File: src/rtl/core/asne_pkg.sv
// ----------------------------------------------------------------------------
// asne_pkg
// Shared types and constants for the advertising-data name extractor.
// ----------------------------------------------------------------------------
`default_nettype none

package asne_pkg;

    // configuration register indexes
    localparam logic CFG_COMPLETE_NAME = 1'b0;
    localparam logic CFG_SHORT_NAME    = 1'b1;

    localparam logic [7:0] COMPLETE_NAME_RESET = 8'd9;
    localparam logic [7:0] SHORT_NAME_RESET    = 8'd8;

    // widest run length the block can ever hold (capacity at most 256)
    localparam int RUN_LEN_W = 8;

    typedef struct packed {
        logic [7:0] data_byte;
        logic       last_byte;
    } t_in;

    typedef struct packed {
        logic [7:0] name_char;
        logic [4:0] char_index;
        logic [4:0] name_length;
        logic       name_found;
        logic       run_end;
    } t_out;

    // parser -> drain: start of an output run
    typedef struct packed {
        logic                 start;
        logic                 found;
        logic [1:0]           bank;
        logic [RUN_LEN_W-1:0] len;
    } t_run;

    // drain -> parser: bank still being read out
    typedef struct packed {
        logic       busy;
        logic [1:0] bank;
    } t_lock;

    // first of the three name banks that is neither committed nor locked
    function automatic logic [1:0] free_bank(input logic [1:0] committed,
                                             input logic [1:0] locked);
        logic [1:0] pick;
        pick = 2'd2;
        if (committed != 2'd0 && locked != 2'd0) begin
            pick = 2'd0;
        end else if (committed != 2'd1 && locked != 2'd1) begin
            pick = 2'd1;
        end
        return pick;
    endfunction

endpackage

`default_nettype wire

File: src/rtl/core/asne_ram.sv
// ----------------------------------------------------------------------------
// asne_ram
// Simple dual-port RAM, one write and one registered read per cycle.
// ----------------------------------------------------------------------------
`default_nettype none

module asne_ram #(
    parameter int WIDTH = 8,
    parameter int DEPTH = 96
) (
    input  wire logic                     i_clk,
    input  wire logic                     i_we,
    input  wire logic [$clog2(DEPTH)-1:0] i_waddr,
    input  wire logic [WIDTH-1:0]         i_wdata,
    input  wire logic                     i_re,
    input  wire logic [$clog2(DEPTH)-1:0] i_raddr,
    output logic      [WIDTH-1:0]         o_rdata
);

    logic [WIDTH-1:0] r_mem [DEPTH];
    logic [WIDTH-1:0] r_rdata;

    always_ff @(posedge i_clk) begin
        if (i_we) begin
            r_mem[i_waddr] <= i_wdata;
        end
        if (i_re) begin
            r_rdata <= r_mem[i_raddr];
        end
    end

    assign o_rdata = r_rdata;

endmodule

`default_nettype wire

File: src/rtl/core/asne_parser.sv
// ----------------------------------------------------------------------------
// asne_parser
// Length-type-value walker: tracks the structure, writes name bytes into a
// free bank and commits the bank when a non-empty name structure completes.
// ----------------------------------------------------------------------------
`default_nettype none

module asne_parser #(
    parameter int NAME_CAPACITY = 32
) (
    input  wire logic                                i_clk,
    input  wire logic                                i_rst_n,
    input  wire logic                                i_cfg_we,
    input  wire logic                                i_cfg_index,
    input  wire logic [7:0]                          i_cfg_data,
    input  wire logic                                i_accept,
    input  wire asne_pkg::t_in                       i_item,
    input  wire asne_pkg::t_lock                     i_lock,
    output logic                                     o_we,
    output logic [$clog2(NAME_CAPACITY)+1:0]         o_waddr,
    output logic [7:0]                               o_wdata,
    output asne_pkg::t_run                           o_run
);

    localparam int LEN_W = $clog2(NAME_CAPACITY);
    localparam logic [LEN_W-1:0] SLOTS = LEN_W'(NAME_CAPACITY - 1);

    typedef enum logic [3:0] {
        PH_LENGTH  = 4'b0001,
        PH_TYPE    = 4'b0010,
        PH_VALUE   = 4'b0100,
        PH_STOPPED = 4'b1000
    } t_phase;

    t_phase           r_phase, n_phase;
    logic [7:0]       r_remaining, n_remaining;
    logic             r_is_name, n_is_name;
    logic [LEN_W-1:0] r_plen, n_plen;
    logic [LEN_W-1:0] r_clen, n_clen;
    logic [1:0]       r_pbank, n_pbank;
    logic [1:0]       r_cbank, n_cbank;
    logic [7:0]       r_complete_type, r_short_type;

    logic [7:0]       rem_dec;
    logic [1:0]       lock_bank;
    logic             wr;

    assign rem_dec   = r_remaining - 8'd1;
    assign lock_bank = i_lock.busy ? i_lock.bank : r_cbank;

    always_comb begin
        n_phase     = r_phase;
        n_remaining = r_remaining;
        n_is_name   = r_is_name;
        n_plen      = r_plen;
        n_clen      = r_clen;
        n_pbank     = r_pbank;
        n_cbank     = r_cbank;
        wr          = 1'b0;

        unique case (r_phase)
            PH_LENGTH: begin
                if (i_item.data_byte == 8'd0) begin
                    n_phase = PH_STOPPED;
                end else begin
                    n_remaining = i_item.data_byte;
                    n_phase     = PH_TYPE;
                end
            end
            PH_TYPE: begin
                n_is_name   = (i_item.data_byte == r_complete_type) ||
                              (i_item.data_byte == r_short_type);
                n_plen      = '0;
                n_pbank     = asne_pkg::free_bank(r_cbank, lock_bank);
                n_remaining = rem_dec;
                n_phase     = (rem_dec == 8'd0) ? PH_LENGTH : PH_VALUE;
            end
            PH_VALUE: begin
                if (r_is_name && r_plen < SLOTS) begin
                    wr     = 1'b1;
                    n_plen = r_plen + 1'b1;
                end
                n_remaining = rem_dec;
                if (rem_dec == 8'd0) begin
                    if (r_is_name && n_plen != '0) begin
                        n_clen  = n_plen;
                        n_cbank = r_pbank;
                    end
                    n_phase = PH_LENGTH;
                end
            end
            PH_STOPPED: begin
            end
            default: begin
                n_phase = PH_LENGTH;
            end
        endcase

        o_run.start = i_accept && i_item.last_byte;
        o_run.found = n_clen != '0;
        o_run.bank  = n_cbank;
        o_run.len   = asne_pkg::RUN_LEN_W'(n_clen);

        // payload state clears once the run is handed over
        if (i_item.last_byte) begin
            n_phase     = PH_LENGTH;
            n_remaining = 8'd0;
            n_is_name   = 1'b0;
            n_plen      = '0;
            n_clen      = '0;
        end
    end

    assign o_we    = i_accept && wr;
    assign o_waddr = {r_pbank, r_plen};
    assign o_wdata = i_item.data_byte;

    always_ff @(posedge i_clk) begin
        if (!i_rst_n) begin
            r_phase         <= PH_LENGTH;
            r_remaining     <= 8'd0;
            r_is_name       <= 1'b0;
            r_plen          <= '0;
            r_clen          <= '0;
            r_pbank         <= 2'd1;
            r_cbank         <= 2'd0;
            r_complete_type <= asne_pkg::COMPLETE_NAME_RESET;
            r_short_type    <= asne_pkg::SHORT_NAME_RESET;
        end else begin
            if (i_accept) begin
                r_phase     <= n_phase;
                r_remaining <= n_remaining;
                r_is_name   <= n_is_name;
                r_plen      <= n_plen;
                r_clen      <= n_clen;
                r_pbank     <= n_pbank;
                r_cbank     <= n_cbank;
            end
            if (i_cfg_we) begin
                unique case (i_cfg_index)
                    asne_pkg::CFG_COMPLETE_NAME: r_complete_type <= i_cfg_data;
                    asne_pkg::CFG_SHORT_NAME:    r_short_type    <= i_cfg_data;
                    default: begin
                    end
                endcase
            end
        end
    end

endmodule

`default_nettype wire

File: src/rtl/core/asne_drain.sv
// ----------------------------------------------------------------------------
// asne_drain
// Reads a committed name out of its bank, one character a cycle while the
// output buffer has room, into a two-entry output buffer.
// ----------------------------------------------------------------------------
`default_nettype none

module asne_drain #(
    parameter int NAME_CAPACITY = 32
) (
    input  wire logic                        i_clk,
    input  wire logic                        i_rst_n,
    input  wire asne_pkg::t_run              i_run,
    output asne_pkg::t_lock                  o_lock,
    output logic                             o_re,
    output logic [$clog2(NAME_CAPACITY)+1:0] o_raddr,
    input  wire logic [7:0]                  i_rdata,
    output logic                             o_out_valid,
    input  wire logic                        i_out_ready,
    output asne_pkg::t_out                   o_out
);

    localparam int LEN_W = $clog2(NAME_CAPACITY);

    logic             r_active;
    logic [LEN_W-1:0] r_k, r_len;
    logic [1:0]       r_bank;
    logic             r_found;

    // read in flight
    logic             r_rd_vld;
    logic [LEN_W-1:0] r_rd_k, r_rd_len;
    logic             r_rd_found, r_rd_end;

    logic             r_out_vld, r_skid_vld;
    asne_pkg::t_out   r_out, r_skid;

    logic [1:0]       occ;
    logic             pop, issue, last_rd;
    asne_pkg::t_out   arr;

    assign pop     = r_out_vld && i_out_ready;
    assign occ     = {1'b0, r_out_vld} + {1'b0, r_skid_vld} + {1'b0, r_rd_vld};
    assign issue   = r_active && ((occ - {1'b0, pop}) < 2'd2);
    assign last_rd = !r_found || (r_k + 1'b1 == r_len);

    assign arr.name_char   = r_rd_found ? i_rdata : 8'd0;
    assign arr.char_index  = 5'(r_rd_k);
    assign arr.name_length = 5'(r_rd_len);
    assign arr.name_found  = r_rd_found;
    assign arr.run_end     = r_rd_end;

    always_ff @(posedge i_clk) begin
        if (!i_rst_n) begin
            r_active   <= 1'b0;
            r_rd_vld   <= 1'b0;
            r_out_vld  <= 1'b0;
            r_skid_vld <= 1'b0;
        end else begin
            if (i_run.start) begin
                r_active <= 1'b1;
                r_k      <= '0;
                r_len    <= i_run.len[LEN_W-1:0];
                r_bank   <= i_run.bank;
                r_found  <= i_run.found;
            end else if (issue) begin
                r_k <= r_k + 1'b1;
                if (last_rd) begin
                    r_active <= 1'b0;
                end
            end

            r_rd_vld <= issue;
            if (issue) begin
                r_rd_k     <= r_found ? r_k : '0;
                r_rd_len   <= r_len;
                r_rd_found <= r_found;
                r_rd_end   <= last_rd;
            end

            if (!r_out_vld || pop) begin
                if (r_skid_vld) begin
                    r_out      <= r_skid;
                    r_out_vld  <= 1'b1;
                    r_skid_vld <= r_rd_vld;
                    r_skid     <= arr;
                end else begin
                    r_out     <= arr;
                    r_out_vld <= r_rd_vld;
                end
            end else if (r_rd_vld) begin
                r_skid     <= arr;
                r_skid_vld <= 1'b1;
            end
        end
    end

    assign o_lock.busy = r_active;
    assign o_lock.bank = r_bank;
    assign o_re        = issue;
    assign o_raddr     = {r_bank, r_k};
    assign o_out_valid = r_out_vld;
    assign o_out       = r_out;

endmodule

`default_nettype wire

File: src/rtl/core/ad_structure_name_extractor.sv
// output: a result run starts after its last payload byte is
// accepted and then gives one character per cycle while the output is taken
// throughput: one payload byte per cycle; a last byte waits only while the
// previous run is still being read out of the name buffer's single read port
// reset: synchronous, active low; clears parse and output control, restores
// the name types to 9 and 8; the name buffer needs no clearing
// ----------------------------------------------------------------------------
// ad_structure_name_extractor
// Advertising payload parser that returns the last committed local name.
// ----------------------------------------------------------------------------
`default_nettype none

module ad_structure_name_extractor #(
    parameter int NAME_CAPACITY = 32
) (
    input  wire logic           i_clk,
    input  wire logic           i_rst_n,
    input  wire logic           i_cfg_we,
    input  wire logic           i_cfg_index,
    input  wire logic [7:0]     i_cfg_data,
    input  wire logic           i_in_valid,
    output logic                o_in_ready,
    input  wire asne_pkg::t_in  i_in,
    output logic                o_out_valid,
    input  wire logic           i_out_ready,
    output asne_pkg::t_out      o_out
);

    localparam int LEN_W = $clog2(NAME_CAPACITY);
    localparam int DEPTH = 3 * (2 ** LEN_W);

    logic             accept;
    asne_pkg::t_run   run;
    asne_pkg::t_lock  lock;
    logic             we, re;
    logic [LEN_W+1:0] waddr, raddr;
    logic [7:0]       wdata, rdata;

    // a last byte needs the read-out side free to start its run
    assign o_in_ready = !(lock.busy && i_in.last_byte);
    assign accept     = i_in_valid && o_in_ready;

    asne_parser #(
        .NAME_CAPACITY(NAME_CAPACITY)
    ) u_parser (
        .i_clk       (i_clk),
        .i_rst_n     (i_rst_n),
        .i_cfg_we    (i_cfg_we),
        .i_cfg_index (i_cfg_index),
        .i_cfg_data  (i_cfg_data),
        .i_accept    (accept),
        .i_item      (i_in),
        .i_lock      (lock),
        .o_we        (we),
        .o_waddr     (waddr),
        .o_wdata     (wdata),
        .o_run       (run)
    );

    asne_ram #(
        .WIDTH(8),
        .DEPTH(DEPTH)
    ) u_ram (
        .i_clk   (i_clk),
        .i_we    (we),
        .i_waddr (waddr),
        .i_wdata (wdata),
        .i_re    (re),
        .i_raddr (raddr),
        .o_rdata (rdata)
    );

    asne_drain #(
        .NAME_CAPACITY(NAME_CAPACITY)
    ) u_drain (
        .i_clk       (i_clk),
        .i_rst_n     (i_rst_n),
        .i_run       (run),
        .o_lock      (lock),
        .o_re        (re),
        .o_raddr     (raddr),
        .i_rdata     (rdata),
        .o_out_valid (o_out_valid),
        .i_out_ready (i_out_ready),
        .o_out       (o_out)
    );

endmodule

`default_nettype wire

File: config.mk
export PLATFORM = sky130hd
export DESIGN_NAME = ad_structure_name_extractor
export DESIGN_NICKNAME = d
export VERILOG_FILES = /design/src/rtl/core/asne_pkg.sv /design/src/rtl/core/asne_ram.sv /design/src/rtl/core/asne_parser.sv /design/src/rtl/core/asne_drain.sv /design/src/rtl/core/ad_structure_name_extractor.sv
export SDC_FILE = /design/constraint.sdc
export NUM_CORES = 1
export LEC_CHECK = 0
export ABC_AREA = 1
export BUFFER_PORTS_ARGS = -buffer_cell sky130_fd_sc_hd__buf_4
export CORE_UTILIZATION = 44
export DETAILED_ROUTE_END_ITERATION = 10
export GPL_ROUTABILITY_DRIVEN = 0
export GPL_TIMING_DRIVEN = 0
export SETUP_SLACK_MARGIN = 0.15
export SYNTH_ARGS = -nofsm -noshare
export SYNTH_HDL_FRONTEND = slang
export SYNTH_SLANG_ARGS = --single-unit
File: constraint.sdc
create_clock -name i_clk -period 2.8 [get_ports i_clk]
set_input_delay 0.14 -clock i_clk [delete_from_list [all_inputs] [get_ports i_clk]]
set_output_delay 0.14 -clock i_clk [all_outputs]
set_load 0.005 [all_outputs]
==> results of run 1 <==
metrics by stage:
step	power, W	area, um2
final	0.0292	43100
after global routing	0.0300	43100
after CTS	0.0292	42000
after detailed placement	0.0170	37800
after global placement	0.0169	37800
after floorplan	0.0160	36200
sequential cells by signal, indices dropped and copies added (netlist names), 2 cells and up:
| name | flops |
|---|---|
| u_parser.r_cbank | 2 |
| u_drain.r_skid | 20 |
| u_drain.o_out | 20 |
| u_parser.r_short_type | 8 |
| u_parser.r_pbank | 2 |
| u_drain.r_k | 5 |
| u_parser.r_plen | 5 |
| u_drain.r_len | 5 |
| u_parser.r_remaining | 8 |
| u_ram.o_rdata | 8 |
| u_parser.r_phase | 4 |
| u_drain.r_bank | 2 |
| u_parser.r_clen | 5 |
| u_drain.r_rd_len | 5 |
| u_parser.r_complete_type | 8 |
| u_ram.r_mem | 768 |
| u_drain.r_rd_k | 5 |
cell type report:
type                       instances  area [um2]  share of cell area (%)
clock buffer                     105        2310                    5.35
inverter                          93         354                   0.821
antenna                            1        2.50                 0.00580
multi-input combinational       1820        9560                    22.2
timing repair buffer             124        1520                    3.53
buffer                           189        1160                    2.68
sequential                       888       26200                    60.8
clock inverter                    55         691                    1.60
tap                             1060        1330                    3.08
how the worst min path moves through the flow:
| stage | endpoint | slack [ps] | depth (start not counted) |
|---|---|---|---|
| after floorplan | u_ram.r_mem[0][0] | 240 | 0 |
| after global placement | u_parser.r_complete_type[3] | 370 | 3 |
| after detailed placement | u_parser.r_short_type[3] | 370 | 3 |
| after CTS | u_parser.r_clen[4] | 50 | 5 |
| after global routing | u_parser.r_clen[4] | 100 | 5 |
| final | u_parser.r_clen[4] | 70 | 5 |
cell usage after synthesis (all sizes together):
library cell,number
o221ai,42
buf,88
clkinv,1
and2,2
dfxtp,47
conb,1
clkbuf,101
nand2,271
o211ai,156
xor2,7
ha,6
a211oi,1
o22ai,48
edfxtp,841
or2,4
nand4,6
a21oi,43
nor3,7
nand3,105
o21ai,441
o2111ai,1
o32ai,2
nor4,1
nor2,641
xnor2,8
a41oi,1
o31ai,1
inv,92
nand3b,2
critical path: stages (launching register included):
cell,delay [ps]
dfxtp_1,330
nor2_1,190
inv_2,70
nor3_4,270
inv_2,60
nor3_2,200
inv_2,80
nor2_2,260
nand3_2,320
buf_6,330
nor2_4,180
buf_12,160
layer usage:
layer  global-route usage, %  vias up  part of all wire, %  wire length (um)
met2                    42.1     1371                   47             51800
met5                       0        -                    0                 0
met3                    3.91      205                  9.6             10600
met4                    9.89        0                  3.4              3800
met1                    36.4    12700                   40             44200
li1                        -    11200                    -                 -
cell families (layout without fill, tap and decap cells):
group | count (synthesis) | after routing | synth area share [%]
flops | 888 | 888 | 72.6
fa+ha+maj | 6 | 6 | 0.208
buf+inv | 282 | 566 | 3.29
simple gates | 1039 | 1039 | 11.6
xor+xnor | 15 | 15 | 0.364
compound gates | 736 | 736 | 12.0
other cells | 1 | 25 | 0.0104
power by group through the flow:
stage	logic, W	clock network [W]	registers, W
6_report	0.00218	0.0124	0.0147
5_1_grt	0.00233	0.0130	0.0147
3_3_place_gp	0.00198	0	0.0150
2_1_floorplan	0.00107	0	0.0149
4_1_cts	0.00209	0.0125	0.0147
3_5_place_dp	0.00201	0	0.0150
layout by cell type, fill, tap and decap left out, types with 24 or more instances in the layout:
| master | count |
|---|---|
| clkbuf_2 | 45 |
| buf_4 | 83 |
| o21ai_0 | 406 |
| dfxtp_1 | 47 |
| conb_1 | 24 |
| clkbuf_1 | 58 |
| nand2_1 | 264 |
| buf_2 | 36 |
| a21oi_1 | 42 |
| clkbuf_16 | 90 |
| edfxtp_1 | 841 |
| nor2_1 | 538 |
| o221ai_1 | 40 |
| buf_12 | 43 |
| inv_1 | 85 |
| o211ai_1 | 156 |
| nand3_1 | 89 |
| o21ai_1 | 32 |
| nor2_4 | 83 |
| o22ai_1 | 44 |
repair_timing:
item / 4_1_cts / 5_1_grt
hold buffers: 18 / 0
gates resized for setup: 236 / 159
hold endpoints to repair: 37 / 0
pin swaps: 20 / 68
buffers inserted: 18 / 43
gates cloned: 0 / 0
setup endpoints to repair: 717 / 709
==> impl_metrics.py, run 1 <==
metrics = {
    "clock_tree": {
        "cts.path.max_buffers": 3,
        "cts-root-buf": "clkbuf_16",
        "ctsHtreeMaxLevel": 3,
        "cts_tree": "yes",
        "clk_latency_ps": 670,
        "clkSinkCount": 888,
        "cts_buffers": 90,
        "path_clk_slew_ps": 60,
    },
    "sta": {
        "setup_viol": 0,
        "rsz0062_at_grt": "true",
        "fin_ws_ps": 31.2,
        "slew_violations": 0,
        "timing.fmax_mhz": 361,
        "hold_ws_ps": 65.9,
        "tightest_slew_ps": 1330,
        "setup_tns_ps": 0,
        "skew_ps": 34.2,
        "timing.final.crit_share_pct": 98.9,
        "finalHoldViolCount": 0,
        "slew-limit-headroom_pct": 11.4,
        "period_needed_ps": 2770,
    },
    "synth": {
        "yosys-top-cells-area": "edfxtp_1, nor2_1, o21ai_0, o211ai_1, nand2_1",
        "yosys_register_bits": 888,
        "yosysSeqAreaShare_pct": 72.6,
        "synthesis.area_um2": 36100,
        "synth_cell_types": 46,
        "yosys_warnings": 0,
        "syn_avg_cell_area_um2": 12.2,
        "synth.top_cell.area_share_pct": 70.0,
        "synthCells": 2967,
        "synth_top_area_cell": "edfxtp_1",
    },
    "min_path": {
        "min_path_type": "in -> reg",
        "min_from": "i_in_valid",
    },
    "placement": {
        "io_buffers": 44,
        "dpl_worst_slack_ps": -603,
        "placedCellCount": 4095,
        "dp_hpwl_um": 70200,
    },
    "grt": {
        "grt_max_degree": 101,
        "first_global_vias": 24400,
        "grt_pass1_wl_um": 160000,
        "antenna_found_initial": 2,
        "overflow": 0,
        "groute.usage.overall_pct": 26.3,
    },
    "pwr": {
        "pwr-share-clk_pct": 42.3,
        "power-per-cell-area_nw_per_um2": 678,
        "p_switching_w": 0.00676,
        "p_sw_share_pct": 23.2,
        "leakagePower_nw": 14.4,
        "p_seq_share_pct": 50.3,
        "power_frac_comb_pct": 7.5,
        "internal_power_w": 0.0225,
        "vdd_drop_max_v": 0.000504,
    },
    "drt": {
        "post_drt_wl_per_cell_um": 25.5,
        "first_pass_iters": 6,
        "wl_um": 110000,
        "drc": 0,
        "first_iter_violations": 3032,
        "via_per_inst": 5.90,
        "vias": 25600,
        "ant_nets": 0,
    },
    "cells_and_area": {
        "areaGrowthSynthToFinish_pct": 19.5,
        "drive_gt1_share_pct": 16.0,
        "final_util_pct": 53.4,
        "fin_nets": 3235,
        "layout.cells.non_filler": 4335,
        "fill_cells": 6686,
    },
    "worst_setup_path": {
        "cp-start-kind": "flop",
        "worstPathMaxFanout": 10,
        "startpoint": "u_parser.r_phase[0]",
        "endpoint": "u_ram.r_mem[40][2]",
        "crit_arrival_ps": 3120,
        "rr_startpoint": "u_parser.r_phase[0]",
        "reg2regPathDepth": 11,
        "critPathRequiredTime_ps": 3150,
        "r2r_end": "u_ram.r_mem[40][2]",
        "worst_setup_path_end_kind": "flop",
        "r2r_slack_ps": 30,
        "crit_type": "reg -> reg",
    },
    "floorplan": {
        "die_area_um2": 83100,
        "initial_core_util_pct": 44.6,
        "die-height_um": 288,
        "chipWidth_um": 288,
        "coreArea_um2": 80800,
        "io_pins": 45,
        "num_rows": 104,
    },
    "flow_run": {
        "maxCapViolations": 0,
    },
    "outcome": {
        "outcome": "complete, no violations",
    },
}
No activity file was read; power rests on OpenSTA's default activity.
==> inputs of run 2 (changes only) <==
CTS_BUF_LIST = sky130_fd_sc_hd__clkbuf_16   (was not set)
SETUP_SLACK_MARGIN = not set   (was 0.15)
==> run 2 against run 1 <==
Compared with the run above: register-to-register slack hardly changed; first-iteration DRC count increased by 8.9%; worst hold slack got worse by 19 ps; clock skew is 12 ps lower; sequential power hardly changed; clock power hardly changed; critical path depth down 1; maximum frequency down 0.49%; combinational power shrank 2%; cell area decreased by 2.4%; global-route usage decreased by 0.065 points; power grew 0.45%; largest power group unchanged; highest routed layer unchanged.
==> impl_metrics.py, run 2 (synthesized netlist as in run 1, its figures left out) <==
metrics = {
    "outcome": {
        "outcome": "complete, no violations",
    },
    "worst_setup_path": {
        "critPathRequiredTime_ps": 3180,
        "critical_path_buf_inv_count": 3,
        "cp_slowest_cell": "clkbuf_2",
        "crit_arrival_ps": 3160,
        "crit_type": "reg -> reg",
        "path_delay_family": "buffers and inverters",
        "r2r_slack_ps": 20,
        "cp-start-kind": "flop",
        "path_cells": "buf_2, buf_2, clkbuf_2, o211ai_1, o211ai_1, nand2_1, nand2_1, nand3_1, nand3_1, nand2_1",
        "worst_setup_path_end_kind": "flop",
        "r2r_end": "u_ram.o_rdata[3]",
        "worstPathMaxFanout": 10,
        "critPathMostFrequentCell": "nand2_1",
        "critical_path.max_stage_delay_ps": 480,
        "rr_startpoint": "u_drain.r_k[2]",
        "reg2regPathDepth": 10,
        "cp_num_cells": 10,
        "startpoint": "u_drain.r_k[2]",
    },
    "sta": {
        "timing.fmax_mhz": 359,
        "period_needed_ps": 2780,
        "setup_viol": 0,
        "slew-limit-headroom_pct": 11.5,
        "slew_violations": 0,
        "rsz0062_at_grt": "true",
        "hold_ws_ps": 47.0,
        "tightest_slew_ps": 1330,
        "finalHoldViolCount": 0,
        "skew_ps": 22.4,
        "timing.final.crit_share_pct": 99.4,
    },
    "clock_tree": {
        "cts_buffers": 92,
        "path_clk_slew_ps": 60,
        "cts-root-buf": "clkbuf_16",
        "cts.path.max_buffers": 3,
        "clkSinkCount": 888,
        "ctsHtreeMaxLevel": 3,
        "cts_tree": "yes",
        "clk_latency_ps": 660,
    },
    "cells_and_area": {
        "final_common_cell": "edfxtp_1",
        "drive_gt1_share_pct": 14.0,
        "regMostFlops": "u_ram.r_mem",
        "mostFrequentLayoutCells": "edfxtp_1, nor2_1, o21ai_0",
        "largest_register_ff_count": 768,
        "antenna_cells": 0,
        "fin_nets": 3189,
        "areaGrowthSynthToFinish_pct": 16.6,
    },
    "drt": {
        "ant_nets": 0,
        "drc": 0,
        "first_pass_iters": 5,
        "post_drt_wl_per_cell_um": 25.5,
        "wl_um": 110000,
        "via_per_inst": 5.88,
        "first_iter_violations": 3303,
        "vias": 25300,
    },
    "min_path": {
        "whs_path_depth": 5,
        "min_from": "i_in_valid",
        "min_to": "u_parser.r_clen[1]",
        "min_path_type": "in -> reg",
    },
    "placement": {
        "io_buffers": 44,
        "dp_hpwl_um": 70200,
    },
    "grt": {
        "grt_pass1_wl_um": 159000,
        "overflow": 0,
        "grt_max_degree": 101,
        "first_global_vias": 24400,
        "antenna_found_initial": 1,
        "groute.usage.overall_pct": 26.2,
    },
    "pwr": {
        "leakagePower_nw": 14.0,
        "vdd_drop_max_v": 0.000465,
        "p_total_w": 0.0293,
        "power-per-cell-area_nw_per_um2": 697,
    },
    "floorplan": {
        "initial_core_util_pct": 44.6,
        "chipWidth_um": 288,
        "io_pins": 45,
        "coreArea_um2": 80800,
        "num_rows": 104,
        "die-height_um": 288,
        "die_area_um2": 83100,
    },
    "flow_run": {
        "maxCapViolations": 0,
    },
}
run 2: cell types whose count changed in the layout (fill, tap and decap cells not counted), moves of 7 or more:
cell,delta
nor2_1,+7
inv_1,+15
buf_2,+15
clkinv_2,+12
nor2_4,-10
buf_12,-35
buf_4,-15
run 2: tightest hold or removal path, delay by kind of cell:
kind                   cells  cell delay (ps)
buffers and inverters      2              290
AND/OR/NAND/NOR            2              170
AO/OA/AOI/OAI              1               50
run 2: per-layer routing:
layer	track usage, %	vias to the layer above	share of wire, %
met5	0	-	0
met4	11.4	0	4.1
met3	4.83	261	9.5
met2	41.7	1415	47
met1	35.5	12500	40
li1	-	11100	-
run 2: area by class of cell:
type	count	area (um2)
fillers	6868	38700
clock inverters	80	724
clock buffers	94	2350
repair buffers	76	724
plain buffers	189	1010
flip-flops and latches	888	26200
multi-input cells	1820	9400
inverters	93	354
well taps	1060	1330
run 2: how the worst max path moves through the flow:
stage,endpoint,slack (ps)
after floorplan,u_drain.r_k[0],40
after global placement,u_ram.o_rdata[2],-590
after detailed placement,u_ram.o_rdata[3],-610
after CTS,u_ram.r_mem[20][7],-140
after global routing,u_ram.r_mem[72][4],-30
final,u_ram.o_rdata[3],20
run 2: power by group:
| group | switching [W] | internal [W] | leakage, nW |
|---|---|---|---|
| Combinational | 0.00157 | 0.000564 | 4.45 |
| Clock | 0.00523 | 0.00730 | 1.57 |
| Sequential | 0.0000464 | 0.0146 | 8.00 |
| Total | 0.00684 | 0.0225 | 14.0 |
run 2: what timing repair did:
action                                 4_1_cts  5_1_grt
buffers inserted                             3        9
gates resized for setup                    162      129
setup endpoints to repair                  663      672
endpoints found under the hold margin       38        0
gates cloned                                 0        0
pin swaps                                    6       14
hold buffers                                17        0
run 2: per-stage QoR:
step | setup WS, ps | std cells | utilization, % | setup TNS [ps] | instance area (um2)
2_1_floorplan | 43.1 | 2990 | - | 0 | 36200
3_3_place_gp | -592 | 4094 | 46.8 | -81750 | 37800
3_5_place_dp | -613 | 4097 | 46.9 | -130840 | 37900
4_1_cts | -143 | 4291 | 51.5 | -8090 | 41600
5_1_grt | -29.9 | 4300 | 52.1 | -817 | 42100
6_report | 17.5 | 4300 | 52.1 | 0 | 42100
